<file path="src/rtl/core/amas_pkg.sv">
// Shared types, widths and codes of the autorange moving average sensor block.
package amas_pkg;

  localparam int SENSORS     = 4;
  localparam int READ_W      = 10;
  localparam int RAW_W       = 11;
  localparam int LEVEL_W     = 8;
  localparam int CMD_W       = 2;
  localparam int FRONT_LEFT  = 0;
  localparam int FRONT_RIGHT = 3;

  localparam int APB_ADDR_W = 3;
  localparam int APB_DATA_W = 32;

  localparam int QUEUE_DEPTH = 2;
  localparam int QPTR_W      = 1;
  localparam int QCNT_W      = 2;

  // Divider widths: the scaled offset is at most 2046 * 255, the span at most 2046,
  // and every quotient this block asks for is known to fit in eight bits.
  localparam int DIV_NUM_W = 19;
  localparam int DIV_DEN_W = 12;
  localparam int DIV_QUO_W = 8;

  localparam logic [CMD_W-1:0] CMD_SAMPLE = 2'd0;
  localparam logic [CMD_W-1:0] CMD_CLEAR  = 2'd1;
  localparam logic [CMD_W-1:0] CMD_CALIB  = 2'd2;

  localparam logic [0:0] REG_THRESHOLD = 1'b0;

  localparam logic [LEVEL_W-1:0]      THRESHOLD_RESET  = 8'd50;
  localparam logic signed [RAW_W-1:0] LOW_LIMIT_RESET  = 11'sd1023;
  localparam logic signed [RAW_W-1:0] HIGH_LIMIT_RESET = 11'sd0;

  typedef logic [LEVEL_W-1:0]      level_t;
  typedef logic signed [RAW_W-1:0] raw_t;

  typedef enum logic [1:0] {
    OP_SAMPLE,
    OP_CLEAR,
    OP_CALIB,
    OP_NONE
  } op_t;

  typedef struct packed {
    op_t                     op;
    logic [SENSORS-1:0][RAW_W-1:0] raw;
  } item_t;

  typedef enum logic [2:0] {
    BK_IDLE,
    BK_EXEC,
    BK_NORM,
    BK_NORM_WAIT,
    BK_MEAN,
    BK_MEAN_WAIT,
    BK_OUT
  } back_state_t;

endpackage

</file>
<file path="src/rtl/core/amas_front.sv">
// Input side: takes a reading set, forms lit minus dark per sensor and decodes the command.
module amas_front (
  input  logic                         in_valid,
  output logic                         in_ready,
  input  logic [amas_pkg::CMD_W-1:0]   cmd,
  input  logic [amas_pkg::READ_W-1:0]  lit_0,
  input  logic [amas_pkg::READ_W-1:0]  dark_0,
  input  logic [amas_pkg::READ_W-1:0]  lit_1,
  input  logic [amas_pkg::READ_W-1:0]  dark_1,
  input  logic [amas_pkg::READ_W-1:0]  lit_2,
  input  logic [amas_pkg::READ_W-1:0]  dark_2,
  input  logic [amas_pkg::READ_W-1:0]  lit_3,
  input  logic [amas_pkg::READ_W-1:0]  dark_3,
  output logic                         item_valid,
  input  logic                         item_ready,
  output amas_pkg::item_t              item
);

  function automatic logic [amas_pkg::RAW_W-1:0] raw_diff(
    input logic [amas_pkg::READ_W-1:0] lit,
    input logic [amas_pkg::READ_W-1:0] dark
  );
    raw_diff = {1'b0, lit} - {1'b0, dark};
  endfunction

  assign item_valid = in_valid;
  assign in_ready   = item_ready;

  always_comb begin
    case (cmd)
      amas_pkg::CMD_SAMPLE: item.op = amas_pkg::OP_SAMPLE;
      amas_pkg::CMD_CLEAR:  item.op = amas_pkg::OP_CLEAR;
      amas_pkg::CMD_CALIB:  item.op = amas_pkg::OP_CALIB;
      default:              item.op = amas_pkg::OP_NONE;
    endcase
    item.raw[0] = raw_diff(lit_0, dark_0);
    item.raw[1] = raw_diff(lit_1, dark_1);
    item.raw[2] = raw_diff(lit_2, dark_2);
    item.raw[3] = raw_diff(lit_3, dark_3);
  end

endmodule

</file>
<file path="src/rtl/core/amas_queue.sv">
// Two-entry queue that decouples the input side from the processing side.
module amas_queue (
  input  logic                        clk,
  input  logic                        rst,
  input  logic                        push_valid,
  output logic                        push_ready,
  input  amas_pkg::item_t             push_item,
  output logic                        pop_valid,
  input  logic                        pop_ready,
  output amas_pkg::item_t             pop_item,
  output logic [amas_pkg::QCNT_W-1:0] count
);

  amas_pkg::item_t                    entries [amas_pkg::QUEUE_DEPTH];
  logic [amas_pkg::QPTR_W-1:0]        wr_ptr;
  logic [amas_pkg::QPTR_W-1:0]        rd_ptr;
  logic                               push;
  logic                               pop;

  assign push_ready = count != amas_pkg::QCNT_W'(amas_pkg::QUEUE_DEPTH);
  assign pop_valid  = count != '0;
  assign pop_item   = entries[rd_ptr];
  assign push       = push_valid && push_ready;
  assign pop        = pop_valid && pop_ready;

  always_ff @(posedge clk) begin
    if (rst) begin
      wr_ptr <= '0;
      rd_ptr <= '0;
      count  <= '0;
    end else begin
      if (push) begin
        wr_ptr <= (wr_ptr == amas_pkg::QPTR_W'(amas_pkg::QUEUE_DEPTH - 1)) ? '0 : wr_ptr + 1'b1;
      end
      if (pop) begin
        rd_ptr <= (rd_ptr == amas_pkg::QPTR_W'(amas_pkg::QUEUE_DEPTH - 1)) ? '0 : rd_ptr + 1'b1;
      end
      if (push && !pop) begin
        count <= count + 1'b1;
      end else if (pop && !push) begin
        count <= count - 1'b1;
      end
    end
  end

  always_ff @(posedge clk) begin
    if (push) begin
      entries[wr_ptr] <= push_item;
    end
  end

endmodule

</file>
<file path="src/rtl/core/amas_div.sv">
// Restoring divider that retires two quotient bits per cycle; the quotient must fit in eight bits.
module amas_div (
  input  logic                           clk,
  input  logic                           rst,
  input  logic                           start,
  input  logic [amas_pkg::DIV_NUM_W-1:0] num,
  input  logic [amas_pkg::DIV_DEN_W-1:0] den,
  output logic                           done,
  output logic [amas_pkg::DIV_QUO_W-1:0] quo
);

  localparam int CMP_W = amas_pkg::DIV_DEN_W + amas_pkg::DIV_QUO_W;
  localparam int STEPS = amas_pkg::DIV_QUO_W / 2;
  localparam int CNT_W = (STEPS > 1) ? $clog2(STEPS) : 1;

  logic [CMP_W-1:0] rem;
  logic [CMP_W-1:0] dsh;
  logic [CMP_W-1:0] rem_mid;
  logic [CMP_W-1:0] rem_end;
  logic [CMP_W-1:0] dsh_mid;
  logic             bit_hi;
  logic             bit_lo;
  logic             active;
  logic [CNT_W-1:0] cnt;
  logic             last;

  // The shifted divisor walks down by one bit position per trial subtraction.
  always_comb begin
    bit_hi  = rem >= dsh;
    rem_mid = bit_hi ? rem - dsh : rem;
    dsh_mid = dsh >> 1;
    bit_lo  = rem_mid >= dsh_mid;
    rem_end = bit_lo ? rem_mid - dsh_mid : rem_mid;
  end

  assign last = cnt == CNT_W'(STEPS - 1);

  always_ff @(posedge clk) begin
    if (rst) begin
      active <= 1'b0;
      done   <= 1'b0;
      cnt    <= '0;
    end else begin
      done <= active && last;
      if (start) begin
        active <= 1'b1;
        cnt    <= '0;
      end else if (active) begin
        cnt <= cnt + 1'b1;
        if (last) begin
          active <= 1'b0;
        end
      end
    end
  end

  always_ff @(posedge clk) begin
    if (start) begin
      rem <= CMP_W'(num);
      dsh <= CMP_W'({den, {(amas_pkg::DIV_QUO_W - 1){1'b0}}});
      quo <= '0;
    end else if (active) begin
      rem <= rem_end;
      dsh <= dsh >> 2;
      quo <= {quo[amas_pkg::DIV_QUO_W-3:0], bit_hi, bit_lo};
    end
  end

endmodule

</file>
<file path="src/rtl/core/amas_back.sv">
// Processing side: calibration limits, normalization, ring window, mean and result register.
module amas_back #(
  parameter int WINDOW_DEPTH = 8
) (
  input  logic                                         clk,
  input  logic                                         rst,
  input  logic                                         item_valid,
  output logic                                         item_ready,
  input  amas_pkg::item_t                              item,
  input  logic [amas_pkg::LEVEL_W-1:0]                 threshold,
  output logic                                         out_valid,
  input  logic                                         out_ready,
  output logic [amas_pkg::SENSORS-1:0][amas_pkg::LEVEL_W-1:0] out_level,
  output logic                                         out_wall
);

  localparam int SENSORS = amas_pkg::SENSORS;
  localparam int LEVEL_W = amas_pkg::LEVEL_W;
  localparam int RAW_W   = amas_pkg::RAW_W;
  localparam int DIFF_W  = RAW_W + 1;
  localparam int SLOT_W  = (WINDOW_DEPTH > 1) ? $clog2(WINDOW_DEPTH) : 1;
  localparam int CNT_W   = $clog2(WINDOW_DEPTH + 1);
  localparam int SUM_W   = LEVEL_W + CNT_W;

  amas_pkg::back_state_t state;
  amas_pkg::back_state_t state_next;

  amas_pkg::op_t                        op;
  logic [SENSORS-1:0][RAW_W-1:0]        raw;
  logic [SENSORS-1:0][RAW_W-1:0]        low_limit;
  logic [SENSORS-1:0][RAW_W-1:0]        high_limit;
  logic [SENSORS-1:0][RAW_W-1:0]        low_wide;
  logic [SENSORS-1:0][RAW_W-1:0]        high_wide;
  logic [SENSORS-1:0][LEVEL_W-1:0]      held_level;
  logic [SENSORS-1:0][SUM_W-1:0]        level_sum;
  logic [SENSORS-1:0][LEVEL_W-1:0]      norm_row;
  logic [SENSORS-1:0][LEVEL_W-1:0]      norm_val;
  logic [SENSORS-1:0][LEVEL_W-1:0]      old_row;
  logic [SENSORS-1:0][LEVEL_W-1:0]      old_val;
  logic [SENSORS-1:0]                   span_zero;
  logic [SENSORS-1:0][DIFF_W-1:0]       offset;
  logic [SENSORS-1:0][DIFF_W-1:0]       span;
  logic [SLOT_W-1:0]                    write_slot;
  logic [SLOT_W-1:0]                    cur_slot;
  logic [CNT_W-1:0]                     filled_count;
  logic                                 window_full;
  logic                                 was_full;

  logic [SENSORS-1:0][LEVEL_W-1:0]      window_mem [WINDOW_DEPTH];
  logic                                 mem_rd_en;
  logic                                 mem_wr_en;

  logic                                 div_start;
  logic [SENSORS-1:0][amas_pkg::DIV_NUM_W-1:0] div_num;
  logic [SENSORS-1:0][amas_pkg::DIV_DEN_W-1:0] div_den;
  logic [SENSORS-1:0]                   div_done;
  logic [SENSORS-1:0][LEVEL_W-1:0]      div_quo;
  logic                                 out_load;

  assign window_full = filled_count == CNT_W'(WINDOW_DEPTH);

  // Limits widened by the current reading, and the divider operands of both passes.
  always_comb begin
    for (int k = 0; k < SENSORS; k++) begin
      low_wide[k]  = ($signed(raw[k]) < $signed(low_limit[k]))  ? raw[k] : low_limit[k];
      high_wide[k] = ($signed(raw[k]) > $signed(high_limit[k])) ? raw[k] : high_limit[k];
      offset[k]    = {raw[k][RAW_W-1], raw[k]} - {low_limit[k][RAW_W-1], low_limit[k]};
      span[k]      = {high_limit[k][RAW_W-1], high_limit[k]}
                   - {low_limit[k][RAW_W-1], low_limit[k]};
      norm_val[k]  = span_zero[k] ? '0 : div_quo[k];
      old_val[k]   = was_full ? old_row[k] : '0;
      if (state == amas_pkg::BK_MEAN) begin
        div_num[k] = amas_pkg::DIV_NUM_W'(level_sum[k]);
        div_den[k] = amas_pkg::DIV_DEN_W'(filled_count);
      end else begin
        // Multiplying by 255 is a shift and a subtract.
        div_num[k] = amas_pkg::DIV_NUM_W'({offset[k], {LEVEL_W{1'b0}}}
                                          - {{LEVEL_W{1'b0}}, offset[k]});
        div_den[k] = amas_pkg::DIV_DEN_W'(span[k]);
      end
    end
  end

  for (genvar g = 0; g < SENSORS; g++) begin : g_lane
    amas_div u_div (
      .clk   (clk),
      .rst   (rst),
      .start (div_start),
      .num   (div_num[g]),
      .den   (div_den[g]),
      .done  (div_done[g]),
      .quo   (div_quo[g])
    );
  end

  always_ff @(posedge clk) begin
    if (rst) begin
      state <= amas_pkg::BK_IDLE;
    end else begin
      state <= state_next;
    end
  end

  always_comb begin
    state_next = state;
    item_ready = 1'b0;
    div_start  = 1'b0;
    mem_rd_en  = 1'b0;
    mem_wr_en  = 1'b0;
    out_load   = 1'b0;
    case (state)
      amas_pkg::BK_IDLE: begin
        item_ready = 1'b1;
        if (item_valid) begin
          state_next = amas_pkg::BK_EXEC;
        end
      end
      amas_pkg::BK_EXEC: begin
        if (op == amas_pkg::OP_SAMPLE) begin
          mem_rd_en  = 1'b1;
          state_next = amas_pkg::BK_NORM;
        end else begin
          state_next = amas_pkg::BK_OUT;
        end
      end
      amas_pkg::BK_NORM: begin
        div_start  = 1'b1;
        state_next = amas_pkg::BK_NORM_WAIT;
      end
      amas_pkg::BK_NORM_WAIT: begin
        if (div_done[0]) begin
          state_next = amas_pkg::BK_MEAN;
        end
      end
      amas_pkg::BK_MEAN: begin
        mem_wr_en  = 1'b1;
        div_start  = 1'b1;
        state_next = amas_pkg::BK_MEAN_WAIT;
      end
      amas_pkg::BK_MEAN_WAIT: begin
        if (div_done[0]) begin
          state_next = amas_pkg::BK_OUT;
        end
      end
      amas_pkg::BK_OUT: begin
        if (!out_valid || out_ready) begin
          out_load   = 1'b1;
          state_next = amas_pkg::BK_IDLE;
        end
      end
      default: begin
        state_next = amas_pkg::BK_IDLE;
      end
    endcase
  end

  always_ff @(posedge clk) begin
    if (rst) begin
      low_limit    <= {SENSORS{amas_pkg::LOW_LIMIT_RESET}};
      high_limit   <= {SENSORS{amas_pkg::HIGH_LIMIT_RESET}};
      held_level   <= '0;
      level_sum    <= '0;
      write_slot   <= '0;
      filled_count <= '0;
      out_valid    <= 1'b0;
    end else begin
      if (out_valid && out_ready && !out_load) begin
        out_valid <= 1'b0;
      end
      case (state)
        amas_pkg::BK_IDLE: begin
          if (item_valid) begin
            op  <= item.op;
            raw <= item.raw;
          end
        end
        amas_pkg::BK_EXEC: begin
          case (op)
            amas_pkg::OP_CLEAR: begin
              low_limit  <= {SENSORS{amas_pkg::LOW_LIMIT_RESET}};
              high_limit <= {SENSORS{amas_pkg::HIGH_LIMIT_RESET}};
            end
            amas_pkg::OP_CALIB: begin
              low_limit  <= low_wide;
              high_limit <= high_wide;
            end
            amas_pkg::OP_SAMPLE: begin
              low_limit  <= low_wide;
              high_limit <= high_wide;
              cur_slot   <= write_slot;
              write_slot <= (write_slot == SLOT_W'(WINDOW_DEPTH - 1)) ? '0
                                                                       : write_slot + 1'b1;
              was_full   <= window_full;
              if (!window_full) begin
                filled_count <= filled_count + 1'b1;
              end
            end
            default: begin
            end
          endcase
        end
        amas_pkg::BK_NORM: begin
          for (int k = 0; k < SENSORS; k++) begin
            span_zero[k] <= span[k] == '0;
          end
        end
        amas_pkg::BK_NORM_WAIT: begin
          // The running sum covers exactly the filled entries, so the replaced
          // entry only leaves it once the window has wrapped.
          if (div_done[0]) begin
            norm_row <= norm_val;
            for (int k = 0; k < SENSORS; k++) begin
              level_sum[k] <= level_sum[k] - SUM_W'(old_val[k]) + SUM_W'(norm_val[k]);
            end
          end
        end
        amas_pkg::BK_MEAN_WAIT: begin
          if (div_done[0]) begin
            held_level <= div_quo;
          end
        end
        amas_pkg::BK_OUT: begin
          if (out_load) begin
            out_valid <= 1'b1;
          end
        end
        default: begin
        end
      endcase
    end
  end

  always_ff @(posedge clk) begin
    if (out_load) begin
      out_level <= held_level;
      out_wall  <= (held_level[amas_pkg::FRONT_LEFT] > threshold)
                || (held_level[amas_pkg::FRONT_RIGHT] > threshold);
    end
  end

  always_ff @(posedge clk) begin
    if (mem_rd_en) begin
      old_row <= window_mem[write_slot];
    end
    if (mem_wr_en) begin
      window_mem[cur_slot] <= norm_row;
    end
  end

endmodule

</file>
<file path="src/rtl/core/autorange_moving_average_sensors_top.sv">
// Top level of the autorange moving average sensor block with its register port.
//
// Each transaction carries dark and lit readings of four reflective sensors and a command.
// A sample command widens the per-sensor calibration limits, scales lit minus dark into
// 0..255 against those limits, stores it in a WINDOW_DEPTH-entry ring window and returns the
// truncated mean of the filled entries; clear and calibration commands only touch the limits.
// Every command returns one result with the held levels and the wall flag, which is set when
// sensor 0 or sensor 3 lies above wall_threshold (register 0, byte address 0, reset 50).
// A sample command runs two divisions per sensor (scaling, then mean) in four parallel
// dividers that retire two quotient bits per cycle; any other command skips the divisions.
// A two-entry queue takes new transactions while the processing side works, and a result
// register holds the last result until it is taken.
// The window needs no clearing after reset: only entries already written are ever used.
module autorange_moving_average_sensors_top #(
  parameter int WINDOW_DEPTH = 8
) (
  input  logic                              clk,
  input  logic                              rst,
  input  logic                              psel,
  input  logic                              penable,
  input  logic                              pwrite,
  input  logic [amas_pkg::APB_ADDR_W-1:0]   paddr,
  input  logic [amas_pkg::APB_DATA_W-1:0]   pwdata,
  output logic [amas_pkg::APB_DATA_W-1:0]   prdata,
  output logic                              pready,
  input  logic                              in_valid,
  output logic                              in_ready,
  input  logic [amas_pkg::CMD_W-1:0]        cmd,
  input  logic [amas_pkg::READ_W-1:0]       lit_0,
  input  logic [amas_pkg::READ_W-1:0]       dark_0,
  input  logic [amas_pkg::READ_W-1:0]       lit_1,
  input  logic [amas_pkg::READ_W-1:0]       dark_1,
  input  logic [amas_pkg::READ_W-1:0]       lit_2,
  input  logic [amas_pkg::READ_W-1:0]       dark_2,
  input  logic [amas_pkg::READ_W-1:0]       lit_3,
  input  logic [amas_pkg::READ_W-1:0]       dark_3,
  output logic                              out_valid,
  input  logic                              out_ready,
  output logic [amas_pkg::LEVEL_W-1:0]      level_0,
  output logic [amas_pkg::LEVEL_W-1:0]      level_1,
  output logic [amas_pkg::LEVEL_W-1:0]      level_2,
  output logic [amas_pkg::LEVEL_W-1:0]      level_3,
  output logic                              wall_ahead
);

  logic [amas_pkg::LEVEL_W-1:0]                               wall_threshold;
  logic                                                       reg_hit;
  logic                                                       front_valid;
  logic                                                       front_ready;
  amas_pkg::item_t                                            front_item;
  logic                                                       q_valid;
  logic                                                       q_ready;
  amas_pkg::item_t                                            q_item;
  logic [amas_pkg::QCNT_W-1:0]                                q_count;
  logic [amas_pkg::SENSORS-1:0][amas_pkg::LEVEL_W-1:0]        out_level;

  assign pready  = 1'b1;
  assign reg_hit = paddr[amas_pkg::APB_ADDR_W-1] == amas_pkg::REG_THRESHOLD;
  assign prdata  = reg_hit ? amas_pkg::APB_DATA_W'(wall_threshold) : '0;

  always_ff @(posedge clk) begin
    if (rst) begin
      wall_threshold <= amas_pkg::THRESHOLD_RESET;
    end else if (psel && penable && pwrite && pready && reg_hit) begin
      wall_threshold <= pwdata[amas_pkg::LEVEL_W-1:0];
    end
  end

  amas_front u_front (
    .in_valid   (in_valid),
    .in_ready   (in_ready),
    .cmd        (cmd),
    .lit_0      (lit_0),
    .dark_0     (dark_0),
    .lit_1      (lit_1),
    .dark_1     (dark_1),
    .lit_2      (lit_2),
    .dark_2     (dark_2),
    .lit_3      (lit_3),
    .dark_3     (dark_3),
    .item_valid (front_valid),
    .item_ready (front_ready),
    .item       (front_item)
  );

  amas_queue u_queue (
    .clk        (clk),
    .rst        (rst),
    .push_valid (front_valid),
    .push_ready (front_ready),
    .push_item  (front_item),
    .pop_valid  (q_valid),
    .pop_ready  (q_ready),
    .pop_item   (q_item),
    .count      (q_count)
  );

  amas_back #(
    .WINDOW_DEPTH (WINDOW_DEPTH)
  ) u_back (
    .clk        (clk),
    .rst        (rst),
    .item_valid (q_valid),
    .item_ready (q_ready),
    .item       (q_item),
    .threshold  (wall_threshold),
    .out_valid  (out_valid),
    .out_ready  (out_ready),
    .out_level  (out_level),
    .out_wall   (wall_ahead)
  );

  assign level_0 = out_level[0];
  assign level_1 = out_level[1];
  assign level_2 = out_level[2];
  assign level_3 = out_level[3];

`ifndef SYNTH
  a_queue_bound: assert property (@(posedge clk) disable iff (rst)
    q_count <= amas_pkg::QCNT_W'(amas_pkg::QUEUE_DEPTH))
    else $error("queue holds more transactions than its depth");

  a_accept_queued: assert property (@(posedge clk) disable iff (rst)
    (in_valid && in_ready) |=> (q_count != '0))
    else $error("accepted transaction did not land in the queue");

  a_full_stalls: assert property (@(posedge clk) disable iff (rst)
    (q_count == amas_pkg::QCNT_W'(amas_pkg::QUEUE_DEPTH)) |-> !in_ready)
    else $error("input side ready while the queue is full");
`endif

endmodule
</file>
<file path="config.mk">
export PLATFORM = sky130hd
export DESIGN_NAME = autorange_moving_average_sensors_top
export DESIGN_NICKNAME = d
export VERILOG_FILES = /design/src/rtl/core/amas_pkg.sv /design/src/rtl/core/amas_front.sv /design/src/rtl/core/amas_queue.sv /design/src/rtl/core/amas_div.sv /design/src/rtl/core/amas_back.sv /design/src/rtl/core/autorange_moving_average_sensors_top.sv
export SDC_FILE = /design/constraint.sdc
export NUM_CORES = 2
export LEC_CHECK = 0
export BUFFER_PORTS_ARGS = -buffer_cell sky130_fd_sc_hd__buf_2
export CAP_MARGIN = 20
export CORE_MARGIN = 8
export CORE_UTILIZATION = 55
export DETAILED_ROUTE_END_ITERATION = 7
export PLACE_DENSITY = 0.7
export SYNTH_ARGS = -nofsm -noshare
export SYNTH_HDL_FRONTEND = slang
export SYNTH_SLANG_ARGS = --single-unit
</file>
<file path="constraint.sdc">
create_clock -name clk -period 6.5 [get_ports clk]
set_input_delay 0.975 -clock clk [delete_from_list [all_inputs] [get_ports clk]]
set_output_delay 0.975 -clock clk [all_outputs]
set_load 0.005 [all_outputs]
</file>
==> results.json <==
{
  "outcome": "finished, final reports clean",
  "ys.flop_type": "edfxtp_1",
  "cts-htree-levels": 3,
  "vias_per_cell": 5.88,
  "start_kind": "flop",
  "cts-root-buf": "clkbuf_16",
  "drcViolationCount": 0,
  "synth_edf_count": 623,
  "ys_ff_latch": 891,
  "antenna_found_initial": 1,
  "synthCells": 5166,
  "antenna_left": 0,
  "finalClockSkew_ps": 61.6,
  "async_reset_ff_share_pct": 0,
  "dieArea_um2": 108000,
  "period_share_pct": 94.7,
  "yosys.cell_types.count": 100,
  "grt_setup_unrepaired": "no",
  "hp-class": "reg -> reg",
  "synth_area_per_cell_um2": 10.4,
  "pin_count": 192,
  "portBuffers": 140,
  "report.final.hold_viol_count": 0,
  "grt_pass1_wl_um": 210000,
  "via_count": 39200,
  "die_w_um": 329,
  "r2r_start": "u_back.g_lane[0].u_div.rem[0]",
  "die_y_um": 329,
  "syn_area_um2": 53900,
  "cts_buffers": 95,
  "grt-ovfl-total": 0,
  "fin_util_pct": 60.8,
  "period_minus_slack_ps": 6160,
  "crit_path_end_kind": "flop",
  "area_growth_pct": 10.2,
  "crit_start": "u_back.g_lane[0].u_div.rem[0]",
  "grt_pass1_vias": 38800,
  "grt_max_degree": 93,
  "holdWs_ps": 430,
  "wire_per_inst_um": 20.1,
  "r2r_slack_ps": 340,
  "max_slew_margin_pct": 29.8,
  "worstPathRequired_ps": 7010,
  "fillers": 8085,
  "cts_buffer_depth": 3,
  "dr.first_iter.drc_count": 3050,
  "rows": 115,
  "final_common_cell": "edfxtp_1",
  "cts_resized": 0,
  "tightest_slew_ps": 1050,
  "maxCapViolations": 0,
  "most-common-layout-cells": "623 x edfxtp_1, 511 x inv_1, 417 x ha_1",
  "min_from": "u_back.held_level[20]",
  "post-cts-setup-buffers": 0,
  "cts_tree": "built",
  "ys_seq_area_share_pct": 44.7,
  "clk-insertion-delay-late_ps": 700,
  "fin_setup_tns_ps": 0,
  "floorplan.initialDensity_pct": 55.2,
  "setup.worst_path.class": "reg -> reg",
  "yosys_warnings": 0,
  "core_um2": 97700,
  "place_congestion": 0.913,
  "holdBufCountCts": 0,
  "drive_gt1_share_pct": 11.4,
  "drv_slew": 0,
  "num_antenna_cells": 0,
  "first_pass_iters": 6,
  "path_max_fanout": 4,
  "clk_pin_slew_ps": 60,
  "arrival_ps": 6660,
  "clock.fmax_mhz": 162,
  "gr-usage-all-layers_pct": 24.2,
  "setup_viol": 0,
  "nNetsFinal": 5880,
  "cts.sinks": 891,
  "hpwl_um": 95500,
  "wirelength_um": 134000
}
[flip-flops by register name (all words and copies together), names as in the netlist, 3 cells and up]
| signal | cells |
|---|---|
| u_back.cur_slot | 3 |
| u_back.filled_count | 4 |
| u_back.g_lane.u_div.active | 4 |
| u_back.g_lane.u_div.cnt | 8 |
| u_back.g_lane.u_div.dsh | 76 |
| u_back.g_lane.u_div.quo | 32 |
| u_back.g_lane.u_div.rem | 80 |
| u_back.held_level | 32 |
| u_back.high_limit | 44 |
| u_back.level_sum | 48 |
| u_back.low_limit | 44 |
| u_back.norm_row | 32 |
| u_back.old_row | 32 |
| u_back.out_level | 32 |
| u_back.raw | 44 |
| u_back.span_zero | 4 |
| u_back.state | 3 |
| u_back.window_mem | 256 |
| u_back.write_slot | 3 |
| u_queue.entries | 92 |
| wall_threshold | 8 |
[layer usage]
layer	vias up	routed length [um]	GRT usage, %
li1	18900	-	-
met4	0	3540	7.09
met5	-	0	0
met2	1052	62000	40.2
met3	219	7930	3.26
met1	19000	60100	33.0
[cells by family after synthesis]
logic type	Yosys count	synth area share [%]
other cells	2	0.0139
mux	302	7.38
fa+ha+maj	469	11.6
xor+xnor	278	4.52
compound gates	1159	14.1
simple gates	1350	12.5
flops	891	44.7
buf+inv	715	5.27
[area by class of cell]
| class | count | area [um2] | share of cell area (%) |
|---|---|---|---|
| clock buffers | 129 | 2650 | 4.46 |
| well taps | 1287 | 1610 | 2.71 |
| clock inverters | 50 | 712 | 1.20 |
| flip-flops and latches | 891 | 24100 | 40.5 |
| repair buffers | 205 | 1260 | 2.12 |
| multi-input cells | 3583 | 27200 | 45.7 |
| inverters | 511 | 1920 | 3.23 |
[final timing paths]
check                                    to  cells after the start
max          u_back.g_lane[0].u_div.rem[14]                     24
min reg2reg            u_back.out_level[20]                      0
min                    u_back.out_level[20]                      0
max reg2reg  u_back.g_lane[0].u_div.rem[14]                     24
[per-stage QoR]
step                      cells  setup WS, ps  instance area (um2)
final                      6656           342                59400
after global routing       6656          47.1                59400
after CTS                  6654           482                59400
after detailed placement   6475           506                56000
after global placement     6473           543                56000
after floorplan            5189          1120                54000
[critical path, cell delays in order, from the launching register on]
cell and delay, ps:
edfxtp_1 380, inv_1 70, ha_1 160, inv_1 60
fa_1 420, a211oi_1 330, o21ai_1 210, a2111oi_0 660
o2111ai_1 260, nand2_1 260, nor2_1 70, a21oi_1 200
ha_1 210, inv_1 60, fa_1 440, a21o_1 220
a21o_1 210, a221oi_1 380, o21ai_0 190, o41a_1 380
a21oi_1 180, o21bai_1 100, xnor2_1 130, or3_1 330
o211ai_1 90
[cells in the mapped netlist (74+ instances only)]
cell	count	area, um2
a21o_1	123	923
a21oi_1	311	1560
clkbuf_1	147	552
dfxtp_1	268	5370
edfxtp_1	623	18700
ha_1	417	5220
inv_1	511	1920
mux2_2	118	1330
mux2i_1	119	1190
nand2_1	328	1230
nand2b_1	94	588
nand3_1	80	400
nor2_1	363	1360
nor2b_1	74	463
nor3_1	105	526
o21ai_0	252	1260
xnor2_1	174	1520
xor2_1	104	911
Power is left out: the tool's default activity adds up to more than one toggle a clock period on the data nets, which glitch-free logic cannot reach.
